[src/rtl/abr_pkg.sv]
`timescale 1ns / 1ps
// ----------------------------------------------------------------------------
// Alternate block reverser package
// Shared widths, command and release types, and register indexes.
// ----------------------------------------------------------------------------
package abr_pkg;

  localparam int ValueW        = 32;
  localparam int RevLenW       = 5;
  localparam int PassLenW      = 8;
  localparam int CfgIdxW       = 1;
  localparam int CfgDataW      = 8;
  localparam int MaxReverseDef = 16;
  localparam int MaxReverseLim = 64;
  localparam int CntLimW       = $clog2(MaxReverseLim + 1);

  localparam logic [RevLenW-1:0]  RevLenRst  = RevLenW'(3);
  localparam logic [PassLenW-1:0] PassLenRst = PassLenW'(2);

  typedef enum logic [CfgIdxW-1:0] {
    RegReverseLen = 1'b0,
    RegPassLen    = 1'b1
  } cfg_reg_e;

  typedef enum logic {
    CmdPass  = 1'b0,
    CmdFlush = 1'b1
  } cmd_kind_e;

  typedef enum logic {
    BackIdle  = 1'b0,
    BackDrain = 1'b1
  } back_state_e;

  typedef struct packed {
    cmd_kind_e           kind;
    logic [ValueW-1:0]   value;
    logic                bank;
    logic [CntLimW-1:0]  cnt;
    logic                last;
  } cmd_t;

  typedef struct packed {
    logic valid;
    logic bank;
  } rel_t;

endpackage

[src/rtl/abr_ram.sv]
`timescale 1ns / 1ps
// ----------------------------------------------------------------------------
// Generic RAM
// One write port and one read port with registered read data.
// ----------------------------------------------------------------------------
module abr_ram #(
  parameter int Width = 32,
  parameter int Depth = 32
) (
  input  logic                     clk_i,
  input  logic                     we_i,
  input  logic [$clog2(Depth)-1:0] waddr_i,
  input  logic [Width-1:0]         wdata_i,
  input  logic                     re_i,
  input  logic [$clog2(Depth)-1:0] raddr_i,
  output logic [Width-1:0]         rdata_o
);

  logic [Width-1:0] mem_q [Depth];
  logic [Width-1:0] rdata_q;

  always_ff @(posedge clk_i) begin
    if (we_i) begin
      mem_q[waddr_i] <= wdata_i;
    end
    if (re_i) begin
      rdata_q <= mem_q[raddr_i];
    end
  end

  assign rdata_o = rdata_q;

endmodule

[src/rtl/abr_queue.sv]
`timescale 1ns / 1ps
// ----------------------------------------------------------------------------
// Command queue
// Two-entry queue of commands between the front and the back.
// ----------------------------------------------------------------------------
module abr_queue (
  input  logic          clk_i,
  input  logic          rst_ni,
  input  logic          push_i,
  input  abr_pkg::cmd_t data_i,
  output logic          full_o,
  input  logic          pop_i,
  output abr_pkg::cmd_t data_o,
  output logic          empty_o
);
  import abr_pkg::*;

  cmd_t       entry_q [2];
  logic       wptr_q, wptr_d;
  logic       rptr_q, rptr_d;
  logic [1:0] fill_q, fill_d;
  logic       do_push, do_pop;

  assign full_o  = (fill_q == 2'd2);
  assign empty_o = (fill_q == 2'd0);
  assign do_push = push_i && !full_o;
  assign do_pop  = pop_i && !empty_o;
  assign data_o  = entry_q[rptr_q];

  always_comb begin
    wptr_d = do_push ? ~wptr_q : wptr_q;
    rptr_d = do_pop ? ~rptr_q : rptr_q;
    fill_d = fill_q + 2'(do_push) - 2'(do_pop);
  end

  always_ff @(posedge clk_i or negedge rst_ni) begin
    if (!rst_ni) begin
      wptr_q <= 1'b0;
      rptr_q <= 1'b0;
      fill_q <= 2'd0;
    end else begin
      wptr_q <= wptr_d;
      rptr_q <= rptr_d;
      fill_q <= fill_d;
    end
  end

  always_ff @(posedge clk_i) begin
    if (do_push) begin
      entry_q[wptr_q] <= data_i;
    end
  end

`ifndef NO_ASSERTIONS
  a_no_push_full: assert property (@(posedge clk_i) disable iff (!rst_ni)
    full_o |-> fill_q == 2'd2 && wptr_q == rptr_q)
    else $error("queue pointers disagree with fill level");
  a_fill_bound: assert property (@(posedge clk_i) disable iff (!rst_ni)
    fill_q != 2'd3)
    else $error("queue fill level out of range");
  a_empty_ptrs: assert property (@(posedge clk_i) disable iff (!rst_ni)
    empty_o |-> wptr_q == rptr_q)
    else $error("queue empty with unequal pointers");
`endif

endmodule

[src/rtl/abr_front.sv]
`timescale 1ns / 1ps
// ----------------------------------------------------------------------------
// Front end
// Accepts input words, fills the stack banks and issues pass and flush
// commands to the back end.
// ----------------------------------------------------------------------------
module abr_front #(
  parameter int MAX_REVERSE = abr_pkg::MaxReverseDef,
  parameter int IdxW        = (MAX_REVERSE > 1) ? $clog2(MAX_REVERSE) : 1
) (
  input  logic                          clk_i,
  input  logic                          rst_ni,
  input  logic                          in_valid_i,
  output logic                          in_ready_o,
  input  logic signed [abr_pkg::ValueW-1:0] value_i,
  input  logic                          stream_end_i,
  input  logic [abr_pkg::RevLenW-1:0]   reverse_len_i,
  input  logic [abr_pkg::PassLenW-1:0]  pass_len_i,
  output logic                          ram_we_o,
  output logic [IdxW:0]                 ram_waddr_o,
  output logic [abr_pkg::ValueW-1:0]    ram_wdata_o,
  output logic                          q_push_o,
  output abr_pkg::cmd_t                 q_data_o,
  input  logic                          q_full_i,
  input  abr_pkg::rel_t                 rel_i
);
  import abr_pkg::*;

  localparam int CntW = $clog2(MAX_REVERSE + 1);
  localparam int LenW = (CntW > RevLenW) ? CntW : RevLenW;

  logic                rev_phase_q, rev_phase_d;
  logic [CntW-1:0]     cnt_q, cnt_d;
  logic [PassLenW-1:0] pass_cnt_q, pass_cnt_d;
  logic                bank_q, bank_d;
  logic [1:0]          busy_q, busy_d;

  logic                accept;
  logic [LenW-1:0]     rev_len_ext, max_ext, eff_rev, cnt_new;
  logic [PassLenW-1:0] eff_pass, pass_new;

  assign in_ready_o  = !q_full_i && (!rev_phase_q || !busy_q[bank_q]);
  assign accept      = in_valid_i && in_ready_o;
  assign ram_waddr_o = {bank_q, cnt_q[IdxW-1:0]};
  assign ram_wdata_o = value_i;

  always_comb begin
    rev_len_ext = LenW'(reverse_len_i);
    max_ext     = LenW'(MAX_REVERSE);
    if (rev_len_ext == '0) begin
      eff_rev = LenW'(1);
    end else if (rev_len_ext > max_ext) begin
      eff_rev = max_ext;
    end else begin
      eff_rev = rev_len_ext;
    end
    eff_pass = (pass_len_i == '0) ? PassLenW'(1) : pass_len_i;
    cnt_new  = LenW'(cnt_q) + LenW'(1);
    pass_new = pass_cnt_q + PassLenW'(1);
  end

  always_comb begin
    rev_phase_d    = rev_phase_q;
    cnt_d          = cnt_q;
    pass_cnt_d     = pass_cnt_q;
    bank_d         = bank_q;
    busy_d         = busy_q;
    ram_we_o       = 1'b0;
    q_push_o       = 1'b0;
    q_data_o.kind  = CmdPass;
    q_data_o.value = value_i;
    q_data_o.bank  = bank_q;
    q_data_o.cnt   = CntLimW'(cnt_new);
    q_data_o.last  = stream_end_i;
    if (rel_i.valid) begin
      busy_d[rel_i.bank] = 1'b0;
    end
    if (accept) begin
      if (rev_phase_q) begin
        ram_we_o = 1'b1;
        if (cnt_new >= eff_rev || stream_end_i) begin
          q_push_o       = 1'b1;
          q_data_o.kind  = CmdFlush;
          busy_d[bank_q] = 1'b1;
          bank_d         = ~bank_q;
          cnt_d          = '0;
          pass_cnt_d     = '0;
          rev_phase_d    = stream_end_i;
        end else begin
          cnt_d = CntW'(cnt_new);
        end
      end else begin
        q_push_o = 1'b1;
        if (pass_new >= eff_pass || stream_end_i) begin
          rev_phase_d = 1'b1;
          pass_cnt_d  = '0;
        end else begin
          pass_cnt_d = pass_new;
        end
      end
    end
  end

  always_ff @(posedge clk_i or negedge rst_ni) begin
    if (!rst_ni) begin
      rev_phase_q <= 1'b1;
      cnt_q       <= '0;
      pass_cnt_q  <= '0;
      bank_q      <= 1'b0;
      busy_q      <= 2'b00;
    end else begin
      rev_phase_q <= rev_phase_d;
      cnt_q       <= cnt_d;
      pass_cnt_q  <= pass_cnt_d;
      bank_q      <= bank_d;
      busy_q      <= busy_d;
    end
  end

`ifndef NO_ASSERTIONS
  a_rel_busy: assert property (@(posedge clk_i) disable iff (!rst_ni)
    rel_i.valid |-> busy_q[rel_i.bank])
    else $error("release of a bank that was not handed over");
  a_cnt_bound: assert property (@(posedge clk_i) disable iff (!rst_ni)
    LenW'(cnt_q) < max_ext)
    else $error("stack count reached capacity without a flush");
  a_pass_clean: assert property (@(posedge clk_i) disable iff (!rst_ni)
    !rev_phase_q |-> cnt_q == '0)
    else $error("stack not empty during the pass phase");
  a_flush_busy: assert property (@(posedge clk_i) disable iff (!rst_ni)
    (q_push_o && q_data_o.kind == CmdFlush) |=> busy_q[$past(bank_q)])
    else $error("flushed bank not marked busy");
`endif

endmodule

[src/rtl/abr_back.sv]
`timescale 1ns / 1ps
// ----------------------------------------------------------------------------
// Back end
// Executes queued commands: passes words through or drains a stack bank
// in reverse into the output register.
// ----------------------------------------------------------------------------
module abr_back #(
  parameter int MAX_REVERSE = abr_pkg::MaxReverseDef,
  parameter int IdxW        = (MAX_REVERSE > 1) ? $clog2(MAX_REVERSE) : 1
) (
  input  logic                              clk_i,
  input  logic                              rst_ni,
  input  abr_pkg::cmd_t                     q_data_i,
  input  logic                              q_empty_i,
  output logic                              q_pop_o,
  output logic                              ram_re_o,
  output logic [IdxW:0]                     ram_raddr_o,
  input  logic [abr_pkg::ValueW-1:0]        ram_rdata_i,
  output abr_pkg::rel_t                     rel_o,
  output logic                              out_valid_o,
  input  logic                              out_ready_i,
  output logic signed [abr_pkg::ValueW-1:0] value_res_o,
  output logic                              run_last_o,
  output logic                              stream_last_o
);
  import abr_pkg::*;

  back_state_e        state_q, state_d;
  logic [IdxW-1:0]    idx_q, idx_d;
  logic               bank_q, bank_d;
  logic               last_q, last_d;
  logic               out_valid_q, out_valid_d;
  logic [ValueW-1:0]  val_q, val_d;
  logic               run_last_q, run_last_d;
  logic               stream_last_q, stream_last_d;
  logic               out_free;
  logic [CntLimW-1:0] cnt_m1;

  assign out_free = !out_valid_q || out_ready_i;
  assign cnt_m1   = q_data_i.cnt - CntLimW'(1);

  always_comb begin
    state_d       = state_q;
    idx_d         = idx_q;
    bank_d        = bank_q;
    last_d        = last_q;
    out_valid_d   = out_valid_q && !out_ready_i;
    val_d         = val_q;
    run_last_d    = run_last_q;
    stream_last_d = stream_last_q;
    q_pop_o       = 1'b0;
    ram_re_o      = 1'b0;
    ram_raddr_o   = {bank_q, idx_q};
    rel_o         = '0;
    unique case (state_q)
      BackIdle: begin
        if (!q_empty_i) begin
          if (q_data_i.kind == CmdPass) begin
            if (out_free) begin
              q_pop_o       = 1'b1;
              out_valid_d   = 1'b1;
              val_d         = q_data_i.value;
              run_last_d    = 1'b1;
              stream_last_d = q_data_i.last;
            end
          end else begin
            q_pop_o     = 1'b1;
            idx_d       = cnt_m1[IdxW-1:0];
            bank_d      = q_data_i.bank;
            last_d      = q_data_i.last;
            ram_re_o    = 1'b1;
            ram_raddr_o = {q_data_i.bank, cnt_m1[IdxW-1:0]};
            state_d     = BackDrain;
          end
        end
      end
      BackDrain: begin
        if (out_free) begin
          out_valid_d   = 1'b1;
          val_d         = ram_rdata_i;
          run_last_d    = (idx_q == '0);
          stream_last_d = last_q && (idx_q == '0);
          if (idx_q == '0) begin
            rel_o.valid = 1'b1;
            rel_o.bank  = bank_q;
            state_d     = BackIdle;
          end else begin
            idx_d       = idx_q - IdxW'(1);
            ram_re_o    = 1'b1;
            ram_raddr_o = {bank_q, idx_q - IdxW'(1)};
          end
        end
      end
      default: begin
        state_d = BackIdle;
      end
    endcase
  end

  always_ff @(posedge clk_i or negedge rst_ni) begin
    if (!rst_ni) begin
      state_q     <= BackIdle;
      out_valid_q <= 1'b0;
    end else begin
      state_q     <= state_d;
      out_valid_q <= out_valid_d;
    end
  end

  always_ff @(posedge clk_i) begin
    idx_q         <= idx_d;
    bank_q        <= bank_d;
    last_q        <= last_d;
    val_q         <= val_d;
    run_last_q    <= run_last_d;
    stream_last_q <= stream_last_d;
  end

  assign out_valid_o   = out_valid_q;
  assign value_res_o   = val_q;
  assign run_last_o    = run_last_q;
  assign stream_last_o = stream_last_q;

`ifndef NO_ASSERTIONS
  a_rel_in_drain: assert property (@(posedge clk_i) disable iff (!rst_ni)
    rel_o.valid |-> state_q == BackDrain && idx_q == '0)
    else $error("bank released before the stack was drained");
  a_rel_run_last: assert property (@(posedge clk_i) disable iff (!rst_ni)
    rel_o.valid |=> out_valid_o && run_last_o)
    else $error("drained run does not end with run_last");
  a_stream_last_run: assert property (@(posedge clk_i) disable iff (!rst_ni)
    out_valid_o && stream_last_o |-> run_last_o)
    else $error("stream end not at the end of a run");
`endif

endmodule

[src/rtl/alternate_block_reverser_top.sv]
`timescale 1ns / 1ps
// ----------------------------------------------------------------------------
// Alternate block reverser
// Reverses the first reverse_len words of each round and passes the next
// pass_len words through, marking run and stream ends.
// ----------------------------------------------------------------------------
// Words are accepted at up to one per cycle. Words of a reversed block go
// into one of two stack banks while the back end drains the other, so the
// front stalls only when both banks wait to be drained or the two-entry
// command queue is full. The back end emits up to one word per cycle while
// the output is taken: a passed word is registered once it reaches the
// queue head, and a reversed block is read from the stack word by word into
// the output register, limited by the single read port of the stack memory.
module alternate_block_reverser_top #(
  parameter int MAX_REVERSE = abr_pkg::MaxReverseDef
) (
  input  logic                                clk_i,
  input  logic                                rst_ni,
  input  logic                                in_valid_i,
  output logic                                in_ready_o,
  input  logic signed [abr_pkg::ValueW-1:0]   value_i,
  input  logic                                stream_end_i,
  output logic                                out_valid_o,
  input  logic                                out_ready_i,
  output logic signed [abr_pkg::ValueW-1:0]   value_res_o,
  output logic                                run_last_o,
  output logic                                stream_last_o,
  input  logic                                cfg_valid_i,
  output logic                                cfg_ready_o,
  input  logic [abr_pkg::CfgIdxW-1:0]         cfg_index_i,
  input  logic [abr_pkg::CfgDataW-1:0]        cfg_data_i
);
  import abr_pkg::*;

  localparam int IdxW     = (MAX_REVERSE > 1) ? $clog2(MAX_REVERSE) : 1;
  localparam int RamDepth = 2 * (2 ** IdxW);

  logic [RevLenW-1:0]  reverse_len_q;
  logic [PassLenW-1:0] pass_len_q;

  logic              ram_we, ram_re;
  logic [IdxW:0]     ram_waddr, ram_raddr;
  logic [ValueW-1:0] ram_wdata, ram_rdata;
  logic              q_push, q_pop, q_full, q_empty;
  cmd_t              q_wdata, q_rdata;
  rel_t              rel;

  assign cfg_ready_o = 1'b1;

  always_ff @(posedge clk_i or negedge rst_ni) begin
    if (!rst_ni) begin
      reverse_len_q <= RevLenRst;
      pass_len_q    <= PassLenRst;
    end else if (cfg_valid_i) begin
      unique case (cfg_reg_e'(cfg_index_i))
        RegReverseLen: reverse_len_q <= cfg_data_i[RevLenW-1:0];
        RegPassLen:    pass_len_q    <= cfg_data_i[PassLenW-1:0];
        default:       ;
      endcase
    end
  end

  abr_front #(
    .MAX_REVERSE(MAX_REVERSE),
    .IdxW       (IdxW)
  ) u_front (
    .clk_i        (clk_i),
    .rst_ni       (rst_ni),
    .in_valid_i   (in_valid_i),
    .in_ready_o   (in_ready_o),
    .value_i      (value_i),
    .stream_end_i (stream_end_i),
    .reverse_len_i(reverse_len_q),
    .pass_len_i   (pass_len_q),
    .ram_we_o     (ram_we),
    .ram_waddr_o  (ram_waddr),
    .ram_wdata_o  (ram_wdata),
    .q_push_o     (q_push),
    .q_data_o     (q_wdata),
    .q_full_i     (q_full),
    .rel_i        (rel)
  );

  abr_ram #(
    .Width(ValueW),
    .Depth(RamDepth)
  ) u_stack (
    .clk_i  (clk_i),
    .we_i   (ram_we),
    .waddr_i(ram_waddr),
    .wdata_i(ram_wdata),
    .re_i   (ram_re),
    .raddr_i(ram_raddr),
    .rdata_o(ram_rdata)
  );

  abr_queue u_queue (
    .clk_i  (clk_i),
    .rst_ni (rst_ni),
    .push_i (q_push),
    .data_i (q_wdata),
    .full_o (q_full),
    .pop_i  (q_pop),
    .data_o (q_rdata),
    .empty_o(q_empty)
  );

  abr_back #(
    .MAX_REVERSE(MAX_REVERSE),
    .IdxW       (IdxW)
  ) u_back (
    .clk_i        (clk_i),
    .rst_ni       (rst_ni),
    .q_data_i     (q_rdata),
    .q_empty_i    (q_empty),
    .q_pop_o      (q_pop),
    .ram_re_o     (ram_re),
    .ram_raddr_o  (ram_raddr),
    .ram_rdata_i  (ram_rdata),
    .rel_o        (rel),
    .out_valid_o  (out_valid_o),
    .out_ready_i  (out_ready_i),
    .value_res_o  (value_res_o),
    .run_last_o   (run_last_o),
    .stream_last_o(stream_last_o)
  );

endmodule

[config.mk]
export PLATFORM = sky130hd
export DESIGN_NAME = alternate_block_reverser_top
export DESIGN_NICKNAME = d
export VERILOG_FILES = /design/src/rtl/abr_pkg.sv /design/src/rtl/abr_ram.sv /design/src/rtl/abr_queue.sv /design/src/rtl/abr_front.sv /design/src/rtl/abr_back.sv /design/src/rtl/alternate_block_reverser_top.sv
export SDC_FILE = /design/constraint.sdc
export NUM_CORES = 1
export LEC_CHECK = 0
export BUFFER_PORTS_ARGS = -buffer_cell sky130_fd_sc_hd__buf_2
export CAP_MARGIN = 20
export CORE_ASPECT_RATIO = 0.8
export CORE_MARGIN = 10
export CORE_UTILIZATION = 35
export DETAILED_ROUTE_END_ITERATION = 10
export GPL_ROUTABILITY_DRIVEN = 0
export HOLD_SLACK_MARGIN = 0.03
export SYNTH_ARGS = -nofsm -noshare
export SYNTH_HDL_FRONTEND = slang
export SYNTH_HIERARCHICAL = 1
export SYNTH_SLANG_ARGS = --single-unit
[constraint.sdc]
create_clock -name clk_i -period 6.1 [get_ports clk_i]
set_input_delay 0 -clock clk_i [delete_from_list [all_inputs] [get_ports clk_i]]
set_output_delay 0 -clock clk_i [all_outputs]
set_load 0.05 [all_outputs]
==> run_results.csv, run 1 <==
group,metric,value,unit
status,status,"complete, no violations",
cells_and_area,final_cells,4822,
timing,timing.hold.ws,101,ps
clocking,cts_resized,0,
global_route,grt_use_total,15.3,%
timing,max_freq,220,MHz
power_and_ir_drop,power_density,491,mW/mm2
clocking,numCtsBuffers,104,
synthesis,syn_area_per_cell,17.4,um2
floorplan,dieArea,0.154,mm2
clocking,h-tree-depth,3,
clocking,holdBufCountCts,53,
setup_path,cp_data_arrival_time,4980,ps
setup_path,worst-path-max-fanout,32,
power_and_ir_drop,swShare,35.3,%
power_and_ir_drop,clock_power_share,25.1,%
power_and_ir_drop,p_seq_share,38.0,%
global_route,grt_pass1_vias,24300,
cells_and_area,regArea,0.0362,mm2
power_and_ir_drop,pwr-share-comb,37.0,%
floorplan,io_pins,84,
timing,min_period_over_period,74.5,%
global_route,grt-ovfl-total,0,
timing,finalSetupTns,0,ps
global_route,grt_max_degree,87,
synthesis,synth.cell_area,0.0484,mm2
global_route,grt_pass1_wl,177,mm
detailed_routing,routed_via_density,5.26,
clocking,clk_pin_slew,60,ps
detailed_routing,initialDrtViolationCount,2797,
detailed_routing,drc_errors,0,
cells_and_area,fill_cells,12200,
cells_and_area,nets,2957,
detailed_routing,m1WireLength,58.2,mm
job,cap_viol_max_count,0,
detailed_routing,drtAntennaViolNets,0,
detailed_routing,drt-pass1-iter-count,6,
detailed_routing,routed.top_layer,"met5",
power_and_ir_drop,peakVddDrop,0.484,mV
clocking,cts_buffer_depth,3,
clocking,clock_sinks,1210,
timing,tightest_slew,1160,ps
timing,rsz0062_at_grt,"no",
setup_path,cp-start-kind,"flip-flop",
clocking,cts_setup_buffers,0,
detailed_routing,via_count,25300,
place,place_hpwl,67.6,mm
power_and_ir_drop,switchingPower,9.48,mW
cells_and_area,final_core_util,40.0,%
setup_path,path_class,"reg -> reg",
cells_and_area,area_growth,13.1,%
floorplan,die_h,353,um
timing,setup_viol,0,
cells_and_area,stdcell_area,0.0547,mm2
setup_path,cp.required,6540,ps
detailed_routing,routed_wirelength,123,mm
floorplan,dieWidth,436,um
synthesis,syn_inst,2778,
timing,slew_viol_final,0,
place,dp.cells,4577,
clocking,cts_tree,"done",
clocking,cts_root_buf,"clkbuf_16",
floorplan,start_util,35.4,%
setup_path,end_kind,"flip-flop",
synthesis,ys_warn_count,6,
timing,max_slew_margin,22.2,%
min_path,hp-class,"in -> reg",
power_and_ir_drop,leakage,19.3,nW
cells_and_area,drive_above_1_share,15.8,%
timing,finalHoldViolCount,0,
timing,fin_crit,4540,ps
place,placed_area,0.0508,mm2
timing,finClkSkew,33.3,ps
detailed_routing,met2_length,54.4,mm
power_and_ir_drop,intPower,17.4,mW
detailed_routing,wl_met3,7.98,mm
floorplan,rows,121,
place,io_buffers,82,
global_route,antenna_found_initial,3,
cells_and_area,multi_input_area,0.0110,mm2
floorplan,core-area,0.137,mm2
synthesis,synth_nets,2844,
detailed_routing,wl_per_cell,25.5,um
clocking,worst_skew_pair.late_latency,710,ps
==> critical path, cell delays in order, from the launching register on <==
cell and delay (ps):
dfrtp_2 720, buf_4 560, mux2_4 350, inv_1 60
ha_1 150, xor2_1 180, mux2i_1 90, o21ai_0 670
and2_4 640, buf_12 310, a22o_1 180, nor3_1 50
a31oi_1 190, nand3_1 80
==> power groups by stage <==
stage | logic, mW | clock network, mW | registers, mW
5_1_grt | 10.6 | 7.17 | 10.2
3_3_place_gp | 9.80 | 0 | 10.4
4_1_cts | 9.90 | 6.83 | 10.2
3_5_place_dp | 9.85 | 0 | 10.4
2_1_floorplan | 6.96 | 0 | 10.6
6_report | 9.93 | 6.73 | 10.2
==> worst paths after layout <==
check	from	endpoint	slack, ps	cells past startpoint
worst max-delay path	u_queue/rptr_q	u_stack/rdata_o[16]	1560	13
worst min-delay path	cfg_data_i[2]	pass_len_q[2]	100	3
worst max register to register	u_queue/rptr_q	u_stack/rdata_o[16]	1560	13
worst min register to register	u_queue/fill_q[1]	u_queue/fill_q[1]	510	1
max in group asynchronous	rst_ni	u_queue/rptr_q	5320	4
min in group asynchronous	rst_ni	reverse_len_q[1]	540	3
==> state kept, by name (all words and copies together), names as in the netlist, 2 cells and up <==
signal / flops
pass_len_q: 8
reverse_len_q: 5
u_back/idx_q: 4
u_back/value_res_o: 32
u_front/busy_q: 2
u_front/cnt_q: 5
u_front/pass_cnt_q: 8
u_queue/entry_q: 78
u_queue/fill_q: 2
u_stack/mem_q: 1024
u_stack/rdata_o: 32
==> metrics by stage <==
stage | power, mW | worst slack [ps]
floorplan | 17.5 | 1900
global placement | 20.2 | 1180
detailed placement | 20.2 | 1560
CTS | 26.9 | 1580
global route | 28.0 | 1210
finish | 26.9 | 1560
==> layout make-up <==
| class | count | share of cell area, % |
|---|---|---|
| flip-flops and latches | 1210 | 66.1 |
| multi-input cells | 1335 | 20.1 |
| clock buffers | 132 | 5.14 |
| well taps | 1845 | 4.22 |
| repair buffers | 219 | 3.20 |
| clock inverters | 59 | 1.09 |
| inverters | 21 | 0.144 |
| diodes | 1 | 0.00457 |
==> layer usage <==
metal | global-route usage (%) | up-vias
li1 | - | 11000
met1 | 23.3 | 13300
met4 | 3.16 | 2
met3 | 2.69 | 154
met2 | 22.8 | 859
met5 | 0 | -
==> cells in the final DEF, fill, tap and decap left out, types with 3 or more instances in the layout <==
cell / n
a21o_1: 3
a21oi_1: 99
a22o_1: 70
a22oi_1: 96
a31oi_1: 34
buf_12: 15
buf_2: 83
buf_4: 69
bufinv_16: 12
clkbuf_1: 22
clkbuf_16: 108
clkinv_1: 23
clkinv_2: 18
clkinv_4: 4
dfrtp_1: 30
dfstp_2: 4
dlygate4sd3_1: 52
edfxtp_1: 1174
ha_1: 19
inv_1: 20
mux2_2: 50
mux2_4: 36
mux2i_1: 517
nand2_1: 118
nand2b_1: 6
nand3_1: 108
nand3b_1: 6
nor2_1: 19
nor2_4: 35
nor2b_1: 4
nor3_1: 37
o21ai_0: 6
or3b_2: 3
xnor2_1: 12
xor2_1: 6
No activity file was read; power rests on OpenSTA's default activity.
==> run 2, diff against run 1 <==
==> constraint.sdc (replaced) <==
create_clock -name clk_i -period 4.65 [get_ports clk_i]
set_input_delay 0 -clock clk_i [delete_from_list [all_inputs] [get_ports clk_i]]
set_output_delay 0 -clock clk_i [all_outputs]
set_load 0.05 [all_outputs]
==> run_results.csv, run 2 (synthesis results as in run 1) <==
group,metric,value,unit
detailed_routing,routed_wirelength,120,mm
clocking,clock_sinks,1210,
timing,finalSetupTns,0,ps
clocking,clk_pin_slew,70,ps
setup_path,worst-path-max-fanout,48,
cells_and_area,stdcell_area,0.0554,mm2
floorplan,io_pins,84,
power_and_ir_drop,pwr-share-comb,37.2,%
power_and_ir_drop,intPower,23.3,mW
clocking,numCtsBuffers,106,
floorplan,dieWidth,436,um
cells_and_area,nets,2986,
global_route,grt_pass1_vias,24600,
status,status,"complete, no violations",
setup_path,cp.required,5080,ps
detailed_routing,initialDrtViolationCount,2575,
cells_and_area,layout_commonest_cell,"edfxtp_1",
cells_and_area,area_growth,14.5,%
cells_and_area,largestRegisters,"u_stack/mem_q: 1024 flops, u_queue/entry_q: 78 flops",
clocking,cts_root_buf,"clkbuf_16",
timing,max_slew_margin,40.9,%
cells_and_area,regMostFlops,"u_stack/mem_q",
timing,finClkSkew,23.6,ps
cells_and_area,final_cell_mix,"1174 x edfxtp_1, 517 x mux2i_1, 118 x nand2_1, 110 x clkbuf_16, 108 x nand3_1",
detailed_routing,via_count,25100,
global_route,grt_pass1_wl,174,mm
detailed_routing,drt-pass1-iter-count,7,
clocking,cts_tree,"done",
floorplan,dieArea,0.154,mm2
setup_path,cp_data_arrival_time,4090,ps
power_and_ir_drop,power_density,647,mW/mm2
cells_and_area,drive_above_1_share,16.9,%
power_and_ir_drop,leakage,19.6,nW
power_and_ir_drop,peakVddDrop,0.728,mV
setup_path,cp-start-kind,"flip-flop",
timing,setup_viol,0,
min_path,hp-class,"in -> reg",
timing,fin_crit,3660,ps
timing,max_freq,273,MHz
timing,min_period_over_period,78.8,%
timing,rsz0062_at_grt,"no",
power_and_ir_drop,clock_power_share,25.6,%
floorplan,start_util,35.4,%
floorplan,core-area,0.137,mm2
job,cap_viol_max_count,0,
setup_path,end_kind,"flip-flop",
cells_and_area,largest_reg_flops,1024,
timing,slew_viol_final,0,
detailed_routing,wl_per_cell,24.6,um
power_and_ir_drop,p_seq_share,37.2,%
place,place_hpwl,64.3,mm
setup_path,path_class,"reg -> reg",
detailed_routing,drtAntennaViolNets,0,
global_route,grt-ovfl-total,0,
detailed_routing,drc_errors,0,
detailed_routing,routed_via_density,5.18,
place,placed_area,0.0512,mm2
clocking,h-tree-depth,3,
clocking,cts_setup_buffers,0,
power_and_ir_drop,switchingPower,12.5,mW
global_route,grt_use_total,15.1,%
floorplan,die_h,353,um
power_and_ir_drop,swShare,35.0,%
place,io_buffers,82,
global_route,grt_max_degree,76,
clocking,cts_resized,0,
clocking,holdBufCountCts,58,
timing,finalHoldViolCount,0,
global_route,antenna_found_initial,2,
timing,timing.hold.ws,89.6,ps
floorplan,rows,121,
timing,tightest_slew,886,ps
clocking,cts_buffer_depth,3,
clocking,worst_skew_pair.late_latency,720,ps
## run 2: cell count changes in the layout (fill, tap and decap cells not counted), moves of 2 or more
cell	change
clkinv_2	+5
clkinvlp_4	+2
clkbuf_1	+3
inv_6	+2
clkinv_4	-4
buf_12	+23
clkbuf_8	+6
dlygate4sd3_1	+5
clkbuf_16	+2
clkinv_1	-10
## run 2: critical path, cell delays in order (launching register included)
cell      delay [ps]
dfrtp_2          530
mux2_2           330
nand2b_4          80
nor2_1           340
a21o_1           270
o21a_4           220
buf_12           320
buf_4            410
mux2i_1          230
a22o_1           150
nor3_1            60
a31oi_1          200
nand3_1          160
## run 2: power groups by stage
stage	clock [mW]	sequential (mW)	combinational [mW]
2_1_floorplan	0	13.9	9.13
3_3_place_gp	0	13.6	13.2
3_5_place_dp	0	13.6	13.2
4_1_cts	9.31	13.4	13.3
5_1_grt	9.78	13.4	14.2
6_report	9.18	13.4	13.3
## run 2: path summary, 6_finish.rpt
path / startpoint / to / slack (ps) / cells past startpoint
max: u_queue/rptr_q / u_stack/rdata_o[1] / 990 / 12
min: cfg_data_i[4] / pass_len_q[4] / 90 / 3
max reg2reg: u_queue/rptr_q / u_stack/rdata_o[1] / 990 / 12
min reg2reg: u_front/busy_q[0] / u_front/busy_q[0] / 510 / 1
max in group asynchronous: rst_ni / u_back/state_q / 4000 / 4
min in group asynchronous: rst_ni / pass_len_q[1] / 440 / 3
## run 2: per-layer routing
layer  part of all wire (%)  track usage (%)  vias to the layer above  wire [um]
li1                       -                -                    11100          -
met1                     47             22.5                    13000      56000
met2                     44             22.5                      861      52800
met3                    6.6             2.46                      160       7850
met4                    2.4             4.14                        0       2920
met5                      0                0                        -          0
## run 2: layout make-up
class                           count  area, um2
Antenna cell                        2       5.00
Clock buffer                      143       2960
Clock inverter                     56        642
Fill cell                       12200      81300
Inverter                           21       78.8
Multi-Input combinational cell   1335      11000
Sequential cell                  1210      36200
Tap cell                         1845       2310
Timing Repair Buffer              246       2260
## run 2: through the flow
stage | worst slack (ps) | std cells | total power [mW] | util [%]
finish | 986 | 4858 | 35.9 | 40.5
global route | 759 | 4858 | 37.4 | 40.5
floorplan | 455 | 2778 | 23.0 | -
detailed placement | 1010 | 4599 | 26.8 | 37.5
CTS | 993 | 4856 | 36.0 | 40.5
global placement | 1090 | 4599 | 26.8 | 37.5
